`src/bpa_pkg.sv`:
```
`default_nettype none
// ----------------------------------------------------------------------------
// bpa_pkg
// Types, codes and helpers shared by the buddy page allocator modules.
// ----------------------------------------------------------------------------
package bpa_pkg;

    localparam int POOL_W = 13;
    localparam int PAGE_W = 12;
    localparam int RANK_W = 5;
    localparam int OP_W   = 2;
    localparam int ST_W   = 2;
    localparam int TAG_W  = 6;
    localparam int SZ_W   = 17;
    localparam int UOP_W  = 5;

    localparam logic [OP_W-1:0] OP_ALLOC = 2'd0;
    localparam logic [OP_W-1:0] OP_FREE  = 2'd1;
    localparam logic [OP_W-1:0] OP_QUERY = 2'd2;
    localparam logic [OP_W-1:0] OP_COUNT = 2'd3;

    localparam logic [ST_W-1:0] ST_OK    = 2'd0;
    localparam logic [ST_W-1:0] ST_INVAL = 2'd1;
    localparam logic [ST_W-1:0] ST_NOSPC = 2'd2;

    // micro-operation codes, also the controller state codes
    localparam logic [UOP_W-1:0] U_INIT   = 5'd0;
    localparam logic [UOP_W-1:0] U_TOP    = 5'd1;
    localparam logic [UOP_W-1:0] U_CLR    = 5'd2;
    localparam logic [UOP_W-1:0] U_CARVE  = 5'd3;
    localparam logic [UOP_W-1:0] U_IDLE   = 5'd4;
    localparam logic [UOP_W-1:0] U_PUSHA  = 5'd5;
    localparam logic [UOP_W-1:0] U_PUSHB  = 5'd6;
    localparam logic [UOP_W-1:0] U_ULA    = 5'd7;
    localparam logic [UOP_W-1:0] U_ULB    = 5'd8;
    localparam logic [UOP_W-1:0] U_ACHK   = 5'd9;
    localparam logic [UOP_W-1:0] U_ASCAN  = 5'd10;
    localparam logic [UOP_W-1:0] U_ASPLIT = 5'd11;
    localparam logic [UOP_W-1:0] U_FCHK   = 5'd12;
    localparam logic [UOP_W-1:0] U_FTAG   = 5'd13;
    localparam logic [UOP_W-1:0] U_FLOOP  = 5'd14;
    localparam logic [UOP_W-1:0] U_FBTAG  = 5'd15;
    localparam logic [UOP_W-1:0] U_FMERGE = 5'd16;
    localparam logic [UOP_W-1:0] U_FEND   = 5'd17;
    localparam logic [UOP_W-1:0] U_QCHK   = 5'd18;
    localparam logic [UOP_W-1:0] U_QTAG   = 5'd19;
    localparam logic [UOP_W-1:0] U_QRD    = 5'd20;
    localparam logic [UOP_W-1:0] U_QCMP   = 5'd21;
    localparam logic [UOP_W-1:0] U_CRUN   = 5'd22;
    localparam logic [UOP_W-1:0] U_DONE   = 5'd23;

    typedef struct packed {
        logic [OP_W-1:0]   op;
        logic [RANK_W-1:0] rank;
        logic [PAGE_W-1:0] page;
    } in_item_t;

    typedef struct packed {
        logic [ST_W-1:0]   status;
        logic [PAGE_W-1:0] alloc_page;
        logic [POOL_W-1:0] value;
    } out_item_t;

    typedef struct packed {
        logic [UOP_W-1:0] uop;
        logic             st_load;
        logic [ST_W-1:0]  st_code;
    } cmd_t;

    typedef struct packed {
        logic            cfg_go;
        logic            in_fire;
        logic [OP_W-1:0] op;
        logic            top_more;
        logic            clr_last;
        logic            r_zero;
        logic            fit;
        logic            rank_bad;
        logic            rank_above;
        logic            c_over;
        logic            head_nil;
        logic            split_more;
        logic            pg_out;
        logic            tag_pos;
        logic            tag_zero;
        logic            r_lt_top;
        logic            b_out;
        logic            tag_match;
        logic            out_free;
    } sts_t;

    function automatic logic [SZ_W-1:0] size_of_rank(input logic [RANK_W-1:0] r);
        logic [RANK_W-1:0] sh;
        sh = r - RANK_W'(1);
        return SZ_W'(1) << sh;
    endfunction

    function automatic logic [TAG_W-1:0] neg_tag(input logic [RANK_W-1:0] r);
        return TAG_W'(0) - TAG_W'(r);
    endfunction

endpackage
`default_nettype wire

```
`src/bpa_ctrl.sv`:
```
`default_nettype none
// ----------------------------------------------------------------------------
// bpa_ctrl
// Sequencer: steps the datapath through initialisation and each request.
// ----------------------------------------------------------------------------
module bpa_ctrl (
    input  logic          clk,
    input  logic          rst_n,
    input  bpa_pkg::sts_t sts,
    output bpa_pkg::cmd_t cmd
);
    import bpa_pkg::*;

    logic [UOP_W-1:0] state_reg, state_next;
    logic [UOP_W-1:0] ret_reg, ret_next;
    logic             st_load;
    logic [ST_W-1:0]  st_code;

    always_comb
    begin
        state_next = state_reg;
        ret_next   = ret_reg;
        st_load    = 1'b0;
        st_code    = ST_OK;
        case (state_reg)
            U_INIT:  state_next = U_TOP;
            U_TOP:   if (!sts.top_more) state_next = U_CLR;
            U_CLR:   if (sts.clr_last) state_next = U_CARVE;
            U_CARVE:
            begin
                if (sts.r_zero)
                begin
                    state_next = U_IDLE;
                end
                else if (sts.fit)
                begin
                    state_next = U_PUSHA;
                    ret_next   = U_CARVE;
                end
            end
            U_PUSHA: state_next = U_PUSHB;
            U_PUSHB: state_next = ret_reg;
            U_ULA:   state_next = U_ULB;
            U_ULB:   state_next = ret_reg;
            U_IDLE:
            begin
                if (sts.in_fire)
                begin
                    case (sts.op)
                        OP_ALLOC: state_next = U_ACHK;
                        OP_FREE:  state_next = U_FCHK;
                        OP_QUERY: state_next = U_QCHK;
                        default:  state_next = U_CRUN;
                    endcase
                end
            end
            U_ACHK:
            begin
                if (sts.rank_bad || sts.rank_above)
                begin
                    st_load    = 1'b1;
                    st_code    = sts.rank_bad ? ST_INVAL : ST_NOSPC;
                    state_next = U_DONE;
                end
                else
                begin
                    state_next = U_ASCAN;
                end
            end
            U_ASCAN:
            begin
                if (sts.c_over)
                begin
                    st_load    = 1'b1;
                    st_code    = ST_NOSPC;
                    state_next = U_DONE;
                end
                else if (!sts.head_nil)
                begin
                    state_next = U_ULA;
                    ret_next   = U_ASPLIT;
                end
            end
            U_ASPLIT:
            begin
                if (sts.split_more)
                begin
                    state_next = U_PUSHA;
                    ret_next   = U_ASPLIT;
                end
                else
                begin
                    state_next = U_DONE;
                end
            end
            U_FCHK, U_QCHK:
            begin
                if (sts.pg_out)
                begin
                    st_load    = 1'b1;
                    st_code    = ST_INVAL;
                    state_next = U_DONE;
                end
                else
                begin
                    state_next = (state_reg == U_FCHK) ? U_FTAG : U_QTAG;
                end
            end
            U_FTAG:
            begin
                if (!sts.tag_pos)
                begin
                    st_load    = 1'b1;
                    st_code    = ST_INVAL;
                    state_next = U_DONE;
                end
                else
                begin
                    state_next = U_FLOOP;
                end
            end
            U_FLOOP: state_next = (!sts.r_lt_top || sts.b_out) ? U_FEND : U_FBTAG;
            U_FBTAG:
            begin
                if (sts.tag_match)
                begin
                    state_next = U_ULA;
                    ret_next   = U_FMERGE;
                end
                else
                begin
                    state_next = U_FEND;
                end
            end
            U_FMERGE: state_next = U_FLOOP;
            U_FEND:
            begin
                state_next = U_PUSHA;
                ret_next   = U_DONE;
            end
            U_QTAG:  state_next = sts.tag_zero ? U_QRD : U_DONE;
            U_QRD:
            begin
                if (sts.r_zero)
                begin
                    st_load    = 1'b1;
                    st_code    = ST_INVAL;
                    state_next = U_DONE;
                end
                else
                begin
                    state_next = U_QCMP;
                end
            end
            U_QCMP:  state_next = sts.tag_match ? U_DONE : U_QRD;
            U_CRUN:
            begin
                st_load    = sts.rank_bad;
                st_code    = ST_INVAL;
                state_next = U_DONE;
            end
            U_DONE:  if (sts.out_free) state_next = U_IDLE;
            default: state_next = U_INIT;
        endcase
        if (sts.cfg_go)
        begin
            state_next = U_INIT;
        end
    end

    always_ff @(posedge clk or negedge rst_n)
    begin
        if (!rst_n)
        begin
            state_reg <= U_INIT;
            ret_reg   <= U_IDLE;
        end
        else
        begin
            state_reg <= state_next;
            ret_reg   <= ret_next;
        end
    end

    assign cmd.uop     = state_reg;
    assign cmd.st_load = st_load;
    assign cmd.st_code = st_code;

endmodule
`default_nettype wire

```
`config.mk`:
```
export PLATFORM = sky130hd
export DESIGN_NAME = bpa_ctrl
export DESIGN_NICKNAME = d
export VERILOG_FILES = /design/src/bpa_pkg.sv /design/src/bpa_ctrl.sv
export SDC_FILE = /design/constraint.sdc
export NUM_CORES = 1
export LEC_CHECK = 0
export BUFFER_PORTS_ARGS = -buffer_cell sky130_fd_sc_hd__buf_4
export CAP_MARGIN = 5
export CORE_ASPECT_RATIO = 0.9
export CORE_MARGIN = 8
export CORE_UTILIZATION = 53
export DETAILED_ROUTE_END_ITERATION = 16
export PLACE_DENSITY = 0.8
export REMOVE_ABC_BUFFERS = 1
export SLEW_MARGIN = 10
export SYNTH_ARGS = -nofsm -noshare
export SYNTH_HDL_FRONTEND = slang
export SYNTH_SLANG_ARGS = --single-unit
export TNS_END_PERCENT = 5
```
`constraint.sdc`:
```
create_clock -name clk -period 2.36 [get_ports clk]
set_input_delay 0.354 -clock clk [delete_from_list [all_inputs] [get_ports clk]]
set_output_delay 0.354 -clock clk [all_outputs]
set_load 0.005 [all_outputs]
```
==> impl_results.html <==
<table>
<tr><th>Metric</th><th>Value</th></tr>
<tr><th colspan="2">Power</th></tr>
<tr><td>Power consumption</td><td>1.29 mW</td></tr>
<tr><td>Static leakage</td><td>0.656 nW</td></tr>
<tr><td>Maximum vdd drop</td><td>0.556 mV</td></tr>
<tr><td>Power per cell area</td><td>820 nW/um2</td></tr>
<tr><th colspan="2">Routing</th></tr>
<tr><td>Per-cell via count in the routed design</td><td>6.44</td></tr>
<tr><td>Antenna Violating Nets Remaining</td><td>0</td></tr>
<tr><td>Via count</td><td>1487</td></tr>
<tr><td>Pre-antenna DRT Iters</td><td>4</td></tr>
<tr><td>Routed wire length per instance</td><td>17.7 um</td></tr>
<tr><td>DRC errors left</td><td>0</td></tr>
<tr><td>Post-detailed-routing wire length</td><td>4080 um</td></tr>
<tr><td>Detailed router's first-iteration violation count</td><td>128</td></tr>
<tr><th colspan="2">Cells and area</th></tr>
<tr><td>Final cell utilization of the core</td><td>0.734</td></tr>
<tr><td>Layout overhead on the synthesized area</td><td>32.1%</td></tr>
<tr><td>Non-filler instance count after layout</td><td>231</td></tr>
<tr><td>Most common cell after layout, fill and taps aside</td><td>buf_4</td></tr>
<tr><td>Commonest cells after routing, fill and taps aside</td><td>48 x buf_4, 15 x nor2_1, 11 x o21ai_0, 10 x nand2_1, 9 x a21oi_1</td></tr>
<tr><td>Share of cells above drive strength 1</td><td>0.324</td></tr>
<tr><td>Post-layout net count</td><td>227</td></tr>
<tr><td>Inserted Diodes</td><td>0</td></tr>
<tr><td>Flip-flop count of the largest register, all copies and words added</td><td>5</td></tr>
<tr><td>Area of all placed cells without fillers</td><td>1570 um2</td></tr>
<tr><th colspan="2">Clock network</th></tr>
<tr><td>Clock root buffer</td><td>clkbuf_4</td></tr>
<tr><td>Worst-Skew Late Latency</td><td>270 ps</td></tr>
<tr><td>Number of H-tree levels</td><td>1</td></tr>
<tr><td>CTS Sinks</td><td>9</td></tr>
<tr><td>Bufs on Longest Clock Path</td><td>2</td></tr>
<tr><td>Number of buffers inserted during clock tree synthesis</td><td>3</td></tr>
<tr><td>Clock slew seen by the registers of the worst setup and hold paths</td><td>60 ps</td></tr>
<tr><td>Clock tree from TritonCTS</td><td>yes</td></tr>
<tr><th colspan="2">Logic synthesis</th></tr>
<tr><td>Distinct cells, synth</td><td>51</td></tr>
<tr><td>Predominant post-synthesis flop cell</td><td>dfrtp_1</td></tr>
<tr><td>Warnings, synthesis</td><td>0</td></tr>
<tr><td>Avg Cell Area, Syn</td><td>7.21 um2</td></tr>
<tr><td>Cells taking the most area after synthesis</td><td>dfrtp_1 17%, nand2b_1 4.7%, nor2_1 4.7%</td></tr>
<tr><td>Synthesis-stage register bit count</td><td>9</td></tr>
<tr><td>Number of flops mapped to enable cells by yosys</td><td>0</td></tr>
<tr><td>Fraction of post-synthesis cell area in the top cell type by area</td><td>0.168</td></tr>
<tr><td>Fraction of synthesis flops using an asynchronous set or reset pin</td><td>1.00</td></tr>
<tr><td>Part of the Yosys area used for sequential elements</td><td>0.190</td></tr>
<tr><td>Synthesized cell area</td><td>1190 um2</td></tr>
<tr><td>Post-Synthesis Cells</td><td>165</td></tr>
<tr><td>Cell type contributing the most total cell area after synthesis</td><td>dfrtp_1</td></tr>
<tr><th colspan="2">Critical path</th></tr>
<tr><td>Worst Path Arrival</td><td>1950 ps</td></tr>
<tr><td>Crit path max fanout</td><td>13</td></tr>
<tr><td>Startpoint of the most critical register-to-register path</td><td>state_reg[4]</td></tr>
<tr><td>Critical-path top delay cell</td><td>dfrtp_2</td></tr>
<tr><td>Capturing element type of the critical path</td><td>output pin</td></tr>
<tr><td>Destination of the worst register-to-register timing path</td><td>state_reg[4]</td></tr>
<tr><td>Buffer and inverter count on the worst path</td><td>2</td></tr>
<tr><td>Logic depth of the worst path, buffers included</td><td>7</td></tr>
<tr><td>Gate family responsible for the most delay along the worst path</td><td>simple AND/OR/NAND/NOR gates</td></tr>
<tr><td>Req. time, crit path</td><td>2010 ps</td></tr>
<tr><td>Delay of the slowest cell on the worst path</td><td>500 ps</td></tr>
<tr><td>Number of cells on the worst reg-to-reg path</td><td>8</td></tr>
<tr><td>Worst setup path category</td><td>register to output pin</td></tr>
<tr><td>Worst reg-to-reg setup slack</td><td>100 ps</td></tr>
<tr><td>Worst path cell trace</td><td>inv_1, or3_4, nor2_1, o211ai_1, o41ai_2, or3_1, buf_4</td></tr>
<tr><td>Kind of start point of the critical path</td><td>register</td></tr>
<tr><th colspan="2">Floorplanning</th></tr>
<tr><td>Area enclosed by the die boundary</td><td>4020 um2</td></tr>
<tr><td>Area of the placeable core</td><td>2140 um2</td></tr>
<tr><td>Die Width</td><td>65.9 um</td></tr>
<tr><td>Starting density of the core</td><td>0.555</td></tr>
<tr><td>DIE HEIGHT</td><td>61.0 um</td></tr>
<tr><td>Ports</td><td>30</td></tr>
<tr><td>Number of core rows</td><td>16</td></tr>
<tr><th colspan="2">Placement</th></tr>
<tr><td>RD Place Congestion</td><td>0.946</td></tr>
<tr><td>Placed wire-length estimate</td><td>3150 um</td></tr>
<tr><td>Number of cells in the design after placement</td><td>222</td></tr>
<tr><td>Cell Area, Placed</td><td>1480 um2</td></tr>
<tr><td>Port Buffer Count</td><td>29</td></tr>
<tr><th colspan="2">Run status</th></tr>
<tr><td>Run status</td><td>finished, final reports clean</td></tr>
<tr><th colspan="2">Global route</th></tr>
<tr><td>Largest net degree at the start of global routing</td><td>19</td></tr>
<tr><td>Total track usage</td><td>0.209</td></tr>
<tr><td>Number of global-route vias before repair</td><td>1476</td></tr>
<tr><td>Total overflow reported by the global router</td><td>0</td></tr>
<tr><td>Number of antenna violations at the first check in global routing</td><td>0</td></tr>
<tr><td>Wire length of the first global-routing pass</td><td>6730 um</td></tr>
<tr><th colspan="2">STA</th></tr>
<tr><td>Max-slew violations</td><td>0</td></tr>
<tr><td>Final number of hold-violating endpoints</td><td>0</td></tr>
<tr><td>Normalized max-slew margin</td><td>0.655</td></tr>
<tr><td>Final period utilization</td><td>0.976</td></tr>
<tr><td>Setup TNS</td><td>0 ps</td></tr>
<tr><td>Actual transition at the worst max-transition pin</td><td>514 ps</td></tr>
<tr><td>Final period demand of the worst path</td><td>2300 ps</td></tr>
<tr><td>Max Clock Freq</td><td>434 MHz</td></tr>
<tr><td>Final setup viols</td><td>0</td></tr>
<tr><td>Final clock skew</td><td>9.01 ps</td></tr>
<tr><th colspan="2">Job</th></tr>
<tr><td>Number of maximum-capacitance violations</td><td>0</td></tr>
<tr><th colspan="2">Worst hold path</th></tr>
<tr><td>Worst Hold Class</td><td>input pin to asynchronous set/reset pin</td></tr>
</table>
-- metrics by stage --
stage	worst slack, ps	hold WS (ps)
CTS	7.46	443
floorplan	172	58.4
global placement	163	178
finish	57.4	449
global route	-14.3	449
detailed placement	149	180
-- synthesized netlist by cell type (3+ instances only) --
| master | instances |
|---|---|
| nor3_1 | 8 |
| o31ai_1 | 3 |
| a21oi_1 | 9 |
| a211o_1 | 3 |
| nor2_1 | 15 |
| o21ai_0 | 11 |
| buf_2 | 7 |
| nand3_1 | 3 |
| or3_1 | 5 |
| nor4_1 | 3 |
| nor2b_1 | 4 |
| dfrtp_1 | 8 |
| nand4_1 | 3 |
| nand2_1 | 11 |
| o22ai_1 | 4 |
| a21o_1 | 4 |
| o211ai_1 | 4 |
| nand2b_1 | 9 |
| nand3b_1 | 4 |
| inv_1 | 6 |
-- power by group --
part	total [mW]	leakage, nW	switching [mW]	internal, mW
sequential	0.338	0.107	0.122	0.216
combinational	0.831	0.535	0.453	0.378
clock	0.120	0.0150	0.0549	0.0652
-- layer usage --
metal	vias up	share of wire	GRT usage
met5	-	0	0
met4	0	0.015	0.0547
met3	9	0.11	0.0461
met2	96	0.47	0.354
met1	674	0.41	0.262
li1	708	-	-
-- cell type report --
| class | count | area (um2) |
|---|---|---|
| Sequential cell | 9 | 233 |
| Clock buffer | 4 | 26.3 |
| Inverter | 6 | 25.0 |
| Timing Repair Buffer | 49 | 370 |
| Tap cell | 27 | 33.8 |
| Multi-Input combinational cell | 136 | 883 |
| Fill cell | 168 | 571 |
-- worst max path at each step --
stage                   end          from
3_5_place_dp         cmd[2]  state_reg[4]
3_3_place_gp         cmd[2]  state_reg[4]
5_1_grt              cmd[2]  state_reg[4]
6_report             cmd[2]  state_reg[4]
2_1_floorplan  state_reg[4]  state_reg[1]
4_1_cts              cmd[2]  state_reg[3]
-- kinds of logic after synthesis --
group,after synthesis,synth area share
flops,9,0.190
compound gates,57,0.338
simple gates,76,0.363
buf+inv,20,0.0831
mux,3,0.0263
-- worst reg2reg max path, stage by stage, from the launching register on --
cell and delay (ps):
dfrtp_2 500, buf_4 170, buf_4 140, nor3_1 460
nor3b_1 330, nor2_1 90, nand4bb_1 230, a41oi_1 80
a21o_1 170
-- what timing repair did --
action,4_1_cts,5_1_grt
hold endpoints to repair,8,0
resized for setup,4,7
setup endpoints to repair,2,4
hold buffers,1,0
gates cloned,0,0
buffers inserted,0,4
pin swaps,0,0
Note: power is estimated with default switching activity, not from simulation.
